$ cat config.mk
export PLATFORM = sky130hd
export DESIGN_NAME = vgd_div
export DESIGN_NICKNAME = d
export VERILOG_FILES = /design/src/rtl/core/vgd_pkg.sv /design/src/rtl/core/vgd_div.sv
export SDC_FILE = /design/constraint.sdc
export NUM_CORES = 1
export LEC_CHECK = 0
export CAP_MARGIN = 20
export CELL_PAD_IN_SITES_DETAIL_PLACEMENT = 0
export CELL_PAD_IN_SITES_GLOBAL_PLACEMENT = 1
export CORE_MARGIN = 8
export CORE_UTILIZATION = 30
export DETAILED_ROUTE_END_ITERATION = 10
export DONT_BUFFER_PORTS = 1
export PLACE_DENSITY_LB_ADDON = 0.1
export SYNTH_ARGS = -nofsm -noshare
export SYNTH_HDL_FRONTEND = slang
export SYNTH_SLANG_ARGS = --single-unit
$ cat constraint.sdc
create_clock -name clk_i -period 2.8 [get_ports clk_i]
set_clock_uncertainty 0.1 [all_clocks]
set_input_delay 0.56 -clock clk_i [delete_from_list [all_inputs] [get_ports clk_i]]
set_output_delay 0.56 -clock clk_i [all_outputs]
set_load 0.005 [all_outputs]
$ cat src/rtl/core/vgd_pkg.sv
// Shared constants, types and state encoding for the voxel grid downsampler.
package vgd_pkg;

  localparam int unsigned SLOTS     = 64;
  localparam int unsigned SLOT_CW   = 7;
  localparam int unsigned COORD_W   = 32;
  localparam int unsigned KEY_W     = 32;
  localparam int unsigned INT_W     = 16;
  localparam int unsigned CNT_W     = 14;
  localparam int unsigned SUM_W     = COORD_W + CNT_W;
  localparam int unsigned ISUM_W    = INT_W + CNT_W;
  localparam int unsigned VSIZE_W   = 31;
  localparam int unsigned DVD_W     = SUM_W;
  localparam int unsigned STEP_W    = 6;
  localparam int unsigned DATA_W    = 120;

  localparam logic [CNT_W-1:0] COUNT_MAX = 14'd16383;

  localparam logic       FUNC_ADD       = 1'b0;
  localparam logic [0:0] REG_VOXEL_SIZE = 1'b0;
  localparam logic [0:0] REG_USE_AVG    = 1'b1;

  localparam logic [1:0] ST_OK      = 2'd0;
  localparam logic [1:0] ST_OVF     = 2'd1;
  localparam logic [1:0] ST_BADSIZE = 2'd2;

  typedef struct packed {
    logic [2:0][COORD_W-1:0] xyz;
    logic [INT_W-1:0]        inten;
    logic                    has;
  } point_t;

  typedef struct packed {
    logic [2:0][KEY_W-1:0] key;
    logic [2:0][SUM_W-1:0] sum;
    logic [ISUM_W-1:0]     isum;
    logic [CNT_W-1:0]      cnt;
    logic [CNT_W-1:0]      icnt;
    point_t                first;
  } slot_t;

  typedef struct packed {
    logic upd;
    logic shift;
    logic clear;
  } cell_ctrl_t;

  typedef enum logic [3:0] {
    S_IDLE,
    S_KGO,
    S_KWAIT,
    S_UPD,
    S_EHEAD,
    S_EGO,
    S_EWAIT,
    S_OUT,
    S_ERR
  } state_e;

endpackage

$ cat src/rtl/core/vgd_div.sv
// Serial restoring divider, one quotient bit per cycle.
module vgd_div import vgd_pkg::*; (
  input  logic               clk_i,
  input  logic               rst_ni,
  input  logic               start_i,
  input  logic [DVD_W-1:0]   dvd_i,
  input  logic [VSIZE_W-1:0] dsr_i,
  input  logic [STEP_W-1:0]  steps_i,
  output logic               done_o,
  output logic [DVD_W-1:0]   quo_o,
  output logic               rem_nz_o
);

  logic               busy_q;
  logic               done_q;
  logic [STEP_W-1:0]  cnt_q;
  logic [DVD_W-1:0]   dvd_q;
  logic [VSIZE_W-1:0] rem_q;
  logic [VSIZE_W-1:0] dsr_q;
  logic [DVD_W-1:0]   quo_q;
  logic [VSIZE_W:0]   trial;
  logic               ge;
  logic [VSIZE_W:0]   diff;

  assign trial = {rem_q, dvd_q[DVD_W-1]};
  assign ge    = trial >= {1'b0, dsr_q};
  assign diff  = trial - {1'b0, dsr_q};

  always_ff @(posedge clk_i or negedge rst_ni) begin
    if (!rst_ni) begin
      busy_q <= 1'b0;
      done_q <= 1'b0;
      cnt_q  <= '0;
    end else begin
      done_q <= 1'b0;
      if (start_i) begin
        busy_q <= 1'b1;
        cnt_q  <= steps_i;
      end else if (busy_q) begin
        cnt_q <= cnt_q - 1'b1;
        if (cnt_q == STEP_W'(1)) begin
          busy_q <= 1'b0;
          done_q <= 1'b1;
        end
      end
    end
  end

  always_ff @(posedge clk_i) begin
    if (start_i) begin
      dvd_q <= dvd_i;
      dsr_q <= dsr_i;
      rem_q <= '0;
      quo_q <= '0;
    end else if (busy_q) begin
      dvd_q <= {dvd_q[DVD_W-2:0], 1'b0};
      rem_q <= ge ? diff[VSIZE_W-1:0] : trial[VSIZE_W-1:0];
      quo_q <= {quo_q[DVD_W-2:0], ge};
    end
  end

  assign done_o   = done_q;
  assign quo_o    = quo_q;
  assign rem_nz_o = |rem_q;

endmodule

* After elaboration in Yosys (flattened, before gate mapping)
Index checks and enable logic that the tools add are counted.
Widths: inputs -> output; s select.
** Word-level totals
- Output and inout port bits :: 48
- Word-level logic and storage cells :: 24
- Register bits after elaboration :: 162
** Operators by class
- Mux-type cells :: 11
- Equal/unequal tests :: 1
- Add/subtract/negate cells :: 2
- Order comparisons :: 1
- Reductions and logical operators :: 2
** Operators by type and width (number)
- $mux 46 :: 2
- $ge 32x31->1 :: 1
- $mux 31 :: 1
- $reduce_or 31->1 :: 1
- $sub 31x31->31 :: 1
- $mux 6 :: 2
- $eq 6x1->1 const B :: 1
- $mux 1 :: 6
- $sub 6x1->6 const B :: 1
- $reduce_bool 2->1 :: 1

* Longest topological paths before layout
- Depth after elaboration :: 4
- Depth in mapped cells :: 13

* Least setup slack after synthesis
Ideal clock, no wire load.
- Kind :: register -> register
- From :: reg dvd_q[45]
- To :: reg rem_q[10]
- Arrival time :: 2.574 ns
- Path slack :: -0.012 ns
- Clock period less this slack :: 2.812 ns
- Stages on the path, launching flop included :: 14
- Data required time :: 2.563 ns
- Path through :: edfxtp_1 -> inv_1 -> ha_1 -> fa_1 -> nand2b_1 -> a21oi_1 -> a21o_1 -> a221oi_4 -> a21boi_2 -> or2_1 -> buf_6 -> buf_6 -> mux2i_1 -> a211oi_1
** On the way
- Cells in the longest elaborated chain, start to end :: 2
- Elaborated cells between the ends (all ways) :: 3
** Ends and longest elaborated chain
- from (decl) :: line vgd_div.sv:17 : logic [DVD_W-1:0] dvd_q;
- from (signal assigned) :: line vgd_div.sv:51 : dvd_q <= dvd_i;
- from (signal assigned) :: line vgd_div.sv:56 : dvd_q <= {dvd_q[DVD_W-2:0], 1'b0};
- $sub 31x31->31 / $ge 32x31->1 (equally long branches) :: line vgd_div.sv:27, vgd_div.sv:26
- $mux 31 * :: line vgd_div.sv:57 : rem_q <= ge ? diff[VSIZE_W-1:0] : trial[VSIZE_W-1:0];
- to (signal assigned) :: line vgd_div.sv:57
- to (decl) :: line vgd_div.sv:18 : logic [VSIZE_W-1:0] rem_q;
Every way passes the cells marked *; elsewhere a longest branch is shown, timed or not.
A chain may end at the register's enable or synchronous reset.

* Final worst setup path
- From :: reg dsr_q[7]
- To :: reg rem_q[26]
** On the way
- Cells in the longest elaborated chain, start to end :: 2
- Elaborated cells between the ends (all ways) :: 3
** Ends and longest elaborated chain
- from (decl) :: line vgd_div.sv:19 : logic [VSIZE_W-1:0] dsr_q;
- from (signal assigned) :: line vgd_div.sv:52 : dsr_q <= dsr_i;
- $sub 31x31->31 / $ge 32x31->1 (equally long branches) :: line vgd_div.sv:27, vgd_div.sv:26
- $mux 31 * :: line vgd_div.sv:57
Marks and branches as above.

==> impl_metrics.env <==
export IMPL_power_uw=9540
export IMPL_dp_slack_ps=-395
export IMPL_worstSetupPathType="reg2reg"
export IMPL_layout_nets=967
export IMPL_worstSetupEndpoint="rem_q[26]"
export IMPL_r2r_cells=12
export IMPL_synth_edf_count=77
export IMPL_leakage_uw=0.00443
export IMPL_drt_initial_drc_count=285
export IMPL_yosys_area_top_type="edfxtp_1"
export IMPL_power_density_nw_per_um2=944
export IMPL_cp_arrival_ps=3040
export IMPL_grt_overflow_total=0
export IMPL_slew_viol_final=0
export IMPL_htreeDepth=4
export IMPL_synth_avg_cell_area_um2=10.8
export IMPL_syn_nets=868
export IMPL_drc=0
export IMPL_ir_drop_mv=0.429
export IMPL_placed_area_um2=9160
export IMPL_period_share_pct=101
export IMPL_place_detailed_hpwl_um=15100
export IMPL_synthTopCellsByCount="nor2_1, dfxtp_1, edfxtp_1, mux2i_1, mux2_2"
export IMPL_synth_seq_cells=162
export IMPL_port_buffers=0
export IMPL_num_rows=60
export IMPL_ys_flop_type="edfxtp_1"
export IMPL_wirelength_um=21700
export IMPL_critPathCaptureType="flop"
export IMPL_violations="negative setup slack"
export IMPL_r2r_end="rem_q[26]"
export IMPL_grt_antenna_before_repair=5
export IMPL_grt_total_usage_pct=13.5
export IMPL_hold_slack_ps=111
export IMPL_grt_pass1_vias=6301
export IMPL_start_util_pct=30.3
export IMPL_grt_pass1_wl_um=35000
export IMPL_yosys_warnings=0
export IMPL_tightest_slew_ps=934
export IMPL_clock_latency_ps=440
export IMPL_synth_area_um2=8090
export IMPL_dieArea_um2=32500
export IMPL_period_needed_ps=2830
export IMPL_clk_pin_slew_ps=80
export IMPL_slew_limit_headroom_pct=37.7
export IMPL_synthCells=748
export IMPL_vias=5968
export IMPL_cts_buffers=17
export IMPL_wl_per_cell_um=18.1
export IMPL_reg2reg_from="dsr_q[7]"
export IMPL_multi_input_area_um2=3940
export IMPL_synth_area_leaders="edfxtp_1, dfxtp_1, mux2i_1"
export IMPL_startpoint="dsr_q[7]"
export IMPL_ant_nets=0
export IMPL_ios=134
export IMPL_root_buffer="clkbuf_16"
export IMPL_hp_class="in2reg"
export IMPL_cts_sinks=162
export IMPL_synthArstFlopShare_pct=4.94
export IMPL_path_max_fanout=5
export IMPL_final_hold_violation_count=0
export IMPL_postLayoutCellArea_um2=10100
export IMPL_areaGrowthSynthToFinish_pct=24.9
export IMPL_yosysUniqueCellTypes=59
export IMPL_synth_most_common_cell="nor2_1"
export IMPL_diodes=0
export IMPL_cts_buffer_depth=2
export IMPL_die_h_um=180
export IMPL_first_pass_iters=4
export IMPL_yosysTopAreaCellShare_pct=28.6
export IMPL_seq_area_frac_synth_pct=50.1
export IMPL_grt_max_degree=168
export IMPL_timing_max_cap_violations=0
export IMPL_fp_dieW_um=180
export IMPL_r2r_slack_ps=-30
export IMPL_gp_congestion=0.798
export IMPL_n_fill_cell=2678
export IMPL_drive_gt1_share_pct=27.1
export IMPL_max_freq_mhz=354
export IMPL_setup_viol=4
export IMPL_cp_start_kind="flop"
export IMPL_worst_slack_ps=-26.7
export IMPL_run_status="complete, but fails checks"
export IMPL_required_ps=3010
export IMPL_seqCellArea_um2=4060
export IMPL_rsz0062_at_grt="true"
export IMPL_core_um2=26700
export IMPL_cts_tree="yes"
export IMPL_post_drt_via_cell_ratio=4.97
-- where the power goes --
group / internal (uW) / switching [uW] / total [uW]
Sequential: 2830 / 201 / 3030
Clock: 1350 / 1110 / 2460
Combinational: 2100 / 1950 / 4050
Total: 6280 / 3260 / 9540
-- sequential cells by signal, summed over array words and instances (netlist names) --
name / cells
cnt_q: 6
quo_o: 46
rem_q: 31
dsr_q: 31
busy_q: 1
dvd_q: 46
done_o: 1
-- placed cells by master (no fill, tap or decap), types with 9 or more instances in the layout --
master	instances
a211oi_1	17
a21o_1	15
a21oi_1	35
buf_4	107
clkbuf_16	17
dfxtp_1	77
edfxtp_1	77
ha_1	27
inv_1	39
mux2_2	45
mux2i_1	62
nand2_1	36
nor2_1	85
nor4_1	9
o21ai_0	19
xnor2_1	18
xor2_1	10
-- critical path, cell delays in order, from the launching register on --
cell and delay (ps):
edfxtp_1 390, inv_2 80, ha_4 200, and3_4 190, and3_4 170, a21o_1 220
buf_6 130, a221oi_4 250, a21boi_2 100, or2_4 320, buf_12 160, a311oi_4 320
nor3_1 70
-- final cells by class --
class / count / area share, %
Sequential cell: 162 / 40.2
Multi-Input combinational cell: 511 / 39.0
Timing Repair Buffer: 114 / 9.22
Clock buffer: 18 / 4.25
Tap cell: 341 / 4.22
Clock inverter: 14 / 1.65
Inverter: 41 / 1.52
-- worst min path at each step --
stage	depth (start not counted)	from	slack, ps	to
3_3_place_gp	0	rst_ni	170	cnt_q[1]
6_report	0	dsr_i[22]	110	dsr_q[22]
3_5_place_dp	0	rst_ni	170	cnt_q[1]
5_1_grt	1	start_i	70	rem_q[3]
4_1_cts	1	start_i	80	rem_q[2]
2_1_floorplan	0	rst_ni	160	busy_q
-- routing by layer --
layer  up-vias  global-route usage [%]  wire, um
met4        10                    3.64       208
met2       119                    22.7     10600
met3        22                    5.34      1420
met1      2910                    15.9      9450
li1       2907                       -         -
met5         -                       0        65
-- stage by stage --
step	util, %	std cells	TNS (ps)
CTS	37.5	1199	-52.1
floorplan	-	748	0
finish	37.8	1201	-59.0
global route	37.8	1201	-2680
global placement	34.3	1157	-3580
detailed placement	34.3	1157	-4890
-- logic make-up (layout without fill, tap and decap cells) --
| logic type | count (synthesis) | in the layout | share of synthesized area, % |
|---|---|---|---|
| simple gates | 197 | 197 | 11.6 |
| flops | 162 | 162 | 50.1 |
| compound gates | 144 | 144 | 12.1 |
| mux | 108 | 108 | 14.1 |
| buf+inv | 75 | 187 | 3.81 |
| fa+ha+maj | 34 | 34 | 5.35 |
| xor+xnor | 28 | 28 | 3.03 |
-- what timing repair did --
action                                  4_1_cts  5_1_grt
cloned                                        2        0
endpoints found under the hold margin         8        0
gates resized for setup                      27       18
hold buffers                                  1        0
pin swaps                                    14       18
endpoints found under the setup margin       32       30
buffers inserted                              7        3
Note: power is estimated with default switching activity, not from simulation.
