<file path="src/rtl/core/vgd_pkg.sv">
// Shared constants, types and state encoding for the voxel grid downsampler.
package vgd_pkg;

  localparam int unsigned SLOTS     = 64;
  localparam int unsigned SLOT_CW   = 7;
  localparam int unsigned COORD_W   = 32;
  localparam int unsigned KEY_W     = 32;
  localparam int unsigned INT_W     = 16;
  localparam int unsigned CNT_W     = 14;
  localparam int unsigned SUM_W     = COORD_W + CNT_W;
  localparam int unsigned ISUM_W    = INT_W + CNT_W;
  localparam int unsigned VSIZE_W   = 31;
  localparam int unsigned DVD_W     = SUM_W;
  localparam int unsigned STEP_W    = 6;
  localparam int unsigned DATA_W    = 120;

  localparam logic [CNT_W-1:0] COUNT_MAX = 14'd16383;

  localparam logic       FUNC_ADD       = 1'b0;
  localparam logic [0:0] REG_VOXEL_SIZE = 1'b0;
  localparam logic [0:0] REG_USE_AVG    = 1'b1;

  localparam logic [1:0] ST_OK      = 2'd0;
  localparam logic [1:0] ST_OVF     = 2'd1;
  localparam logic [1:0] ST_BADSIZE = 2'd2;

  typedef struct packed {
    logic [2:0][COORD_W-1:0] xyz;
    logic [INT_W-1:0]        inten;
    logic                    has;
  } point_t;

  typedef struct packed {
    logic [2:0][KEY_W-1:0] key;
    logic [2:0][SUM_W-1:0] sum;
    logic [ISUM_W-1:0]     isum;
    logic [CNT_W-1:0]      cnt;
    logic [CNT_W-1:0]      icnt;
    point_t                first;
  } slot_t;

  typedef struct packed {
    logic upd;
    logic shift;
    logic clear;
  } cell_ctrl_t;

  typedef enum logic [3:0] {
    S_IDLE,
    S_KGO,
    S_KWAIT,
    S_UPD,
    S_EHEAD,
    S_EGO,
    S_EWAIT,
    S_OUT,
    S_ERR
  } state_e;

endpackage

</file>
<file path="src/rtl/core/vgd_cell.sv">
// One voxel slot: key match, accumulation, allocation and shift toward the head.
module vgd_cell import vgd_pkg::*; (
  input  logic                  clk_i,
  input  logic                  rst_ni,
  input  cell_ctrl_t            ctrl_i,
  input  logic                  alloc_i,
  input  logic [2:0][KEY_W-1:0] key_i,
  input  point_t                pt_i,
  input  logic                  nxt_valid_i,
  input  slot_t                 nxt_slot_i,
  output logic                  valid_o,
  output slot_t                 slot_o,
  output logic                  hit_o
);

  logic  valid_q;
  slot_t slot_q;

  assign hit_o   = valid_q && (slot_q.key == key_i);
  assign valid_o = valid_q;
  assign slot_o  = slot_q;

  always_ff @(posedge clk_i or negedge rst_ni) begin
    if (!rst_ni) begin
      valid_q <= 1'b0;
    end else if (ctrl_i.clear) begin
      valid_q <= 1'b0;
    end else if (ctrl_i.shift) begin
      valid_q <= nxt_valid_i;
    end else if (alloc_i) begin
      valid_q <= 1'b1;
    end
  end

  always_ff @(posedge clk_i) begin
    if (ctrl_i.shift) begin
      slot_q <= nxt_slot_i;
    end else if (alloc_i) begin
      slot_q.key   <= key_i;
      for (int a = 0; a < 3; a++) begin
        slot_q.sum[a] <= {{(SUM_W-COORD_W){pt_i.xyz[a][COORD_W-1]}}, pt_i.xyz[a]};
      end
      slot_q.cnt   <= CNT_W'(1);
      slot_q.isum  <= pt_i.has ? ISUM_W'(pt_i.inten) : '0;
      slot_q.icnt  <= pt_i.has ? CNT_W'(1) : '0;
      slot_q.first <= pt_i.has ? pt_i : point_t'{xyz: pt_i.xyz, inten: '0, has: 1'b0};
    end else if (ctrl_i.upd && hit_o && (slot_q.cnt < COUNT_MAX)) begin
      for (int a = 0; a < 3; a++) begin
        slot_q.sum[a] <= slot_q.sum[a] +
                         {{(SUM_W-COORD_W){pt_i.xyz[a][COORD_W-1]}}, pt_i.xyz[a]};
      end
      slot_q.cnt <= slot_q.cnt + 1'b1;
      if (pt_i.has && (slot_q.icnt < COUNT_MAX)) begin
        slot_q.isum <= slot_q.isum + ISUM_W'(pt_i.inten);
        slot_q.icnt <= slot_q.icnt + 1'b1;
      end
    end
  end

endmodule

</file>
<file path="config.mk">
export PLATFORM = sky130hd
export DESIGN_NAME = vgd_cell
export DESIGN_NICKNAME = d
export VERILOG_FILES = /design/src/rtl/core/vgd_pkg.sv /design/src/rtl/core/vgd_cell.sv
export SDC_FILE = /design/constraint.sdc
export NUM_CORES = 1
export LEC_CHECK = 0
export CELL_PAD_IN_SITES_DETAIL_PLACEMENT = 1
export CELL_PAD_IN_SITES_GLOBAL_PLACEMENT = 1
export CORE_AREA = 2 2 405 407
export DETAILED_ROUTE_END_ITERATION = 16
export DIE_AREA = 0 0 407 409
export DONT_BUFFER_PORTS = 1
export PLACE_DENSITY = 0.41
export SYNTH_ARGS = -nofsm -noshare
export SYNTH_HDL_FRONTEND = slang
export SYNTH_SLANG_ARGS = --single-unit
</file>
<file path="constraint.sdc">
create_clock -name clk_i -period 5 [get_ports clk_i]
set_clock_uncertainty 0.15 [all_clocks]
set_input_delay 1 -clock clk_i [delete_from_list [all_inputs] [get_ports clk_i]]
set_output_delay 1 -clock clk_i [all_outputs]
set_load 0.005 [all_outputs]
</file>
## Word level (Yosys, flattened, before mapping)

Index checks and enable logic that the tools add are counted.

- Word-level logic and storage cells: 46
- Bits of input ports: 621
- Bits in registers: 406

- Mux-type cells: 13
- Reductions and logical operators: 9
- Order comparisons: 2
- Add/subtract/negate cells: 6
- Eq/ne operators: 1

Operators by type and width:

| cell | number |
|---|---|
| $mux W405 | 1 |
| $mux W196 | 2 |
| $add A46 B46 Y46 | 3 |
| $mux W113 | 1 |
| $eq A96 B96 Y1 | 1 |
| $mux W96 | 1 |
| $add A30 B16 Y30 | 1 |
| $mux W30 | 1 |
| $add A14 B1 Y14 const B | 2 |
| $lt A14 B14 Y1 const B | 2 |
| $mux W17 | 1 |
| $mux W16 | 1 |
| $mux W14 | 1 |
| $reduce_bool A3 Y1 | 3 |
| $logic_and A1 B1 Y1 | 4 |
| $mux W1 | 4 |
| $reduce_and A2 Y1 | 1 |
| $reduce_bool A2 Y1 | 1 |

## Depth between registers and ports, before layout

- Depth in word-level cells: 7
- Depth in mapped cells: 14
- Depth with buffers taken out: 14

## Least setup slack after synthesis

OpenSTA, ideal clock, no wires.

- Path type: input to register
- From: input alloc_i
- To: register slot_q, in the netlist slot_o[298], data pin
- Slack: -3,471 ps
- Stages: 5
- Arrival time: 7,792 ps
- Library setup time: 530 ps
- Buffers on the path: 2
- Cells stage by stage: clkbuf_1 -> nor2_1 -> clkinv_1 -> clkbuf_1 -> o21ai_0

- Word-level cells in the longest chain between the ends: 2

RTL lines:

| item | line | source |
|---|---|---|
| start: declaration | vgd_cell.sv:6 | `input logic alloc_i,` |
| $mux W196 | vgd_cell.sv:38 | `end else if (alloc_i) begin` |
| $mux W405 | vgd_cell.sv:36 | `if (ctrl_i.shift) begin` |
| end signal: assignment | vgd_cell.sv:37 | `slot_q <= nxt_slot_i;` |
| end: declaration | vgd_cell.sv:17 | `slot_t slot_q;` |

Every way passes these cells.
A chain may end at the register's enable or synchronous reset.

## Worst setup path in the final report

- From: register slot_q, in the netlist slot_o[342]
- To: output hit_o

- Word-level cells in the longest chain between the ends: 2

RTL lines:

| item | line | source |
|---|---|---|
| $eq A96 B96 Y1 | vgd_cell.sv:19 | `assign hit_o = valid_q && (slot_q.key == key_i);` |
| $logic_and A1 B1 Y1 | vgd_cell.sv:19 |  |
| end: declaration | vgd_cell.sv:13 | `output logic hit_o` |

Every way passes these cells.

==> results.txt <==
RSZ-0062 raised after global routing: no
Sequential cell area fraction in the yosys report: 44.2%
Maximum VDD drop: 247 uV
Critical path, cell by cell: inv_1 -> o22ai_1 -> a221oi_1 -> nand4_1 -> nor3_1 -> buf_4 -> nand4_1 -> nor4_1 -> buf_4
Total track usage: 16.8%
Internal power: 0.00806 W
First-pass GRT wire length: 197 mm
Compound-Gate Fraction of Synth Area: 19.3%
Num CTS Buffers: 57
Vias in the first global route: 23,307
I/O pins: 1,028
Min Tclk post-route: 4.42 ns
Mapped Nets: 3,447
Synth Area in XOR/XNOR: 7.18%
Post-synth ARST share: 0.246%
Total area of sequential cells: 0.0122 mm2
CTS resizes: 0
Worst skew pair latency: 0.67 ns
CTS tree: yes
CP Class: register to output port
Crit start category: register
Gate power share: 23.6%
Finished Layout Cells: 4,886
DR WL/cell: 29.9 um
WHS: 0.257 ns
Design area: 0.0323 mm2
Number of flops mapped to enable cells by yosys: 405
Setup TNS: 0 ns
Max Freq: 226 MHz
Multi-input gate area: 0.0147 mm2
Post-Synthesis Cells: 2,669
Max Slew Vio Count: 0
Max-slew headroom: 5.78%
WP data arrival: 3.27 ns
Clock power frac: 36.5%
Hold_buf cts: 1
Core box area: 0.162 mm2
Sw Ratio: 33.8%
Yosys warns: 0
Share of layout cells above drive strength 1: 13.6%
Fill count: 18,487
Initial core utilization: 17.0%
Syn_area_per_cell: 10.3 um2
Clock slew at reported path FFs: 0.06 ns
DRT antenna net count: 0
Area share of fa/ha/maj cells after synthesis: 7.23%
Chip Width: 407 um
Final setup fails: 0
Period utilization: 88.4%
Root Buffer: clkbuf_16
Least-Margin Pin Slew: 1.41 ns
Slowest CP cell: edfxtp_1
Largest stage delay, worst path: 0.47 ns
Port bufs: 0
Post-Place Cells: 4,760
Simple-Gate Fraction of Synth Area: 10.9%
Gpl congestion: 0.886
Drt initial violations: 1,161
Synth-to-Final Area Change: 17.0%
Register share of total power: 40.0%
Clk sink count: 406
Yosys cell types: 81
Critical Path RT: 3.85 ns
Routed wire length: 146 mm
Nets: 3,423
Mux share of post-synthesis cell area: 8.46%
Status: completed
Setup Buffers After CTS: 0
Avg Vias per Cell: 4.48
Final hold viol count: 0
Worst Path Max Fanout: 2
Drt pass-1 iters: 5
Grt ovf: 0
DRC: 0
Placement Cell Area: 0.0303 mm2
Most common flop cell mapped by yosys: edfxtp_1
Hold WC Path Type: input port to register
Net Switching: 0.00412 W
Syn Std Cell Area: 0.0276 mm2
Power Density: 377 mW/mm2
Max-cap check violation count: 0
Core Util, Final: 19.9%
Std cell rows: 148
Htree depth: 2
Die Span Y: 409 um
Post-synthesis register bit count: 406
HPWL Detailed: 118 mm
Largest family of logic cells by synthesized area: compound AO/OA/AOI/OAI gates
Initial antenna violation count: 46
Pin count of the biggest net entering global routing: 374
Clock buffer depth: 3
Die ar.: 0.166 mm2
Leak Pwr: 11.5 nW
Total number of vias: 21,897
Setup crit end kind: output port
## registers in the layout (all words and copies together) (netlist names)
signal   flops
slot_o     405
valid_o      1
## power by group through the flow
stage	combinational, W	clock (W)	sequential, W
5_1_grt	0.00322	0.00472	0.00492
3_5_place_dp	0.00289	0	0.00496
6_report	0.00287	0.00444	0.00487
2_1_floorplan	0.00216	0	0.00457
3_3_place_gp	0.00289	0	0.00497
4_1_cts	0.00291	0.00463	0.00490
## placed cells by master, fill, tap and decap left out, drive strengths merged, types with 8 or more instances in the layout
cell     count
edfxtp     405
and3        23
diode       20
nor3        38
nor4        13
xnor2      119
nand3       58
a21o        76
or3         12
clkinv      27
a31oi       17
and2         9
o21bai      22
o21ai      235
a21oi      184
xor2       107
nor2        98
nand2b      24
inv         85
nand2      286
bufinv       9
nand4       37
o31ai       17
buf         37
a211oi      21
o21a        83
ha         153
nor2b       26
o22ai       13
clkbuf      64
o2bb2ai      8
mux2       202
a221oi      16
o211ai      59
## path summary, 6_finish.rpt
| check | from | end | slack [ns] | cells after the start |
|---|---|---|---|---|
| worst max register to register | slot_o[178] | slot_o[202] | 0.87 | 11 |
| worst min-delay path | ctrl_i[0] | valid_o | 0.26 | 1 |
| min in group asynchronous | rst_ni | valid_o | 0.41 | 1 |
| worst min register to register | slot_o[127] | slot_o[127] | 0.53 | 1 |
| worst max-delay path | slot_o[342] | hit_o | 0.58 | 9 |
| max in group asynchronous | rst_ni | valid_o | 4.18 | 1 |
## layer usage
| metal | track usage, % | vias up | wire length (um) | share of wire [%] |
|---|---|---|---|---|
| li1 | - | 10048 | - | - |
| met1 | 17.9 | 10774 | 53300 | 37 |
| met2 | 29.4 | 853 | 71700 | 49 |
| met3 | 7.39 | 188 | 15700 | 11 |
| met4 | 5.50 | 34 | 5010 | 3.4 |
| met5 | 0 | - | 229 | 0.16 |
## final cells by class
class	count	share of cell area [%]
antenna	20	0.155
clock buffer	64	4.57
clock inverter	41	1.50
inverter	82	1.00
multi-input combinational	2060	45.4
sequential	406	37.8
tap	2175	8.43
timing repair buffer	38	1.16
## synthesized netlist by cell type, types with 6 or more instances
| cell | instances | share of area [%] |
|---|---|---|
| inv_1 | 80 | 1.1 |
| nand2_1 | 286 | 3.9 |
| ha_1 | 153 | 6.9 |
| a221oi_1 | 16 | 0.51 |
| clkbuf_1 | 115 | 1.6 |
| a21oi_1 | 182 | 3.3 |
| and2_1 | 9 | 0.20 |
| a31oi_1 | 17 | 0.39 |
| a22oi_1 | 6 | 0.16 |
| o21bai_1 | 22 | 0.60 |
| o21a_1 | 83 | 2.3 |
| mux2_2 | 202 | 8.2 |
| nor2b_1 | 25 | 0.57 |
| xor2_1 | 107 | 3.4 |
| o2bb2ai_1 | 8 | 0.25 |
| mux2i_1 | 6 | 0.22 |
| and3_1 | 22 | 0.50 |
| nor4_1 | 13 | 0.29 |
| a21o_1 | 76 | 2.1 |
| edfxtp_1 | 405 | 44 |
| nand2b_1 | 24 | 0.54 |
| nor2_1 | 98 | 1.3 |
| o21ai_0 | 220 | 4.0 |
| o211ai_1 | 59 | 1.6 |
| o311ai_0 | 6 | 0.19 |
| o31ai_1 | 14 | 0.38 |
| nor3_1 | 36 | 0.65 |
| xnor2_1 | 119 | 3.8 |
| o21ai_1 | 11 | 0.20 |
| nand3_1 | 58 | 1.1 |
| or3_1 | 12 | 0.27 |
| a211oi_1 | 19 | 0.52 |
| and4_1 | 6 | 0.19 |
| nand4_1 | 37 | 0.84 |
| o22ai_1 | 13 | 0.29 |
## kinds of logic (layout without fill, tap and decap cells)
kind of cell             after synthesis  in the layout
AO/OA/AOI/OAI                        824            824
XOR/XNOR                             226            226
adder cells (fa/ha/maj)              157            157
buffers and inverters                203            225
flip-flops                           406            406
multiplexers                         208            208
other                                  0             20
AND/OR/NAND/NOR                      645            645
## worst max-delay path: cells and delay by family, from the launching register on
family | cells | cell delay (ns)
AND/OR/NAND/NOR | 4 | 1.17
buffers and inverters | 3 | 0.51
AO/OA/AOI/OAI | 2 | 0.48
flip-flops | 1 | 0.47
## stage by stage
stage	setup slack, ns	power [W]
floorplan	0.0283	0.00673
global placement	0.249	0.00786
detailed placement	0.236	0.00785
CTS	0.498	0.0124
global route	0.409	0.0128
finish	0.580	0.0122
No activity file was read; power rests on OpenSTA's default activity.
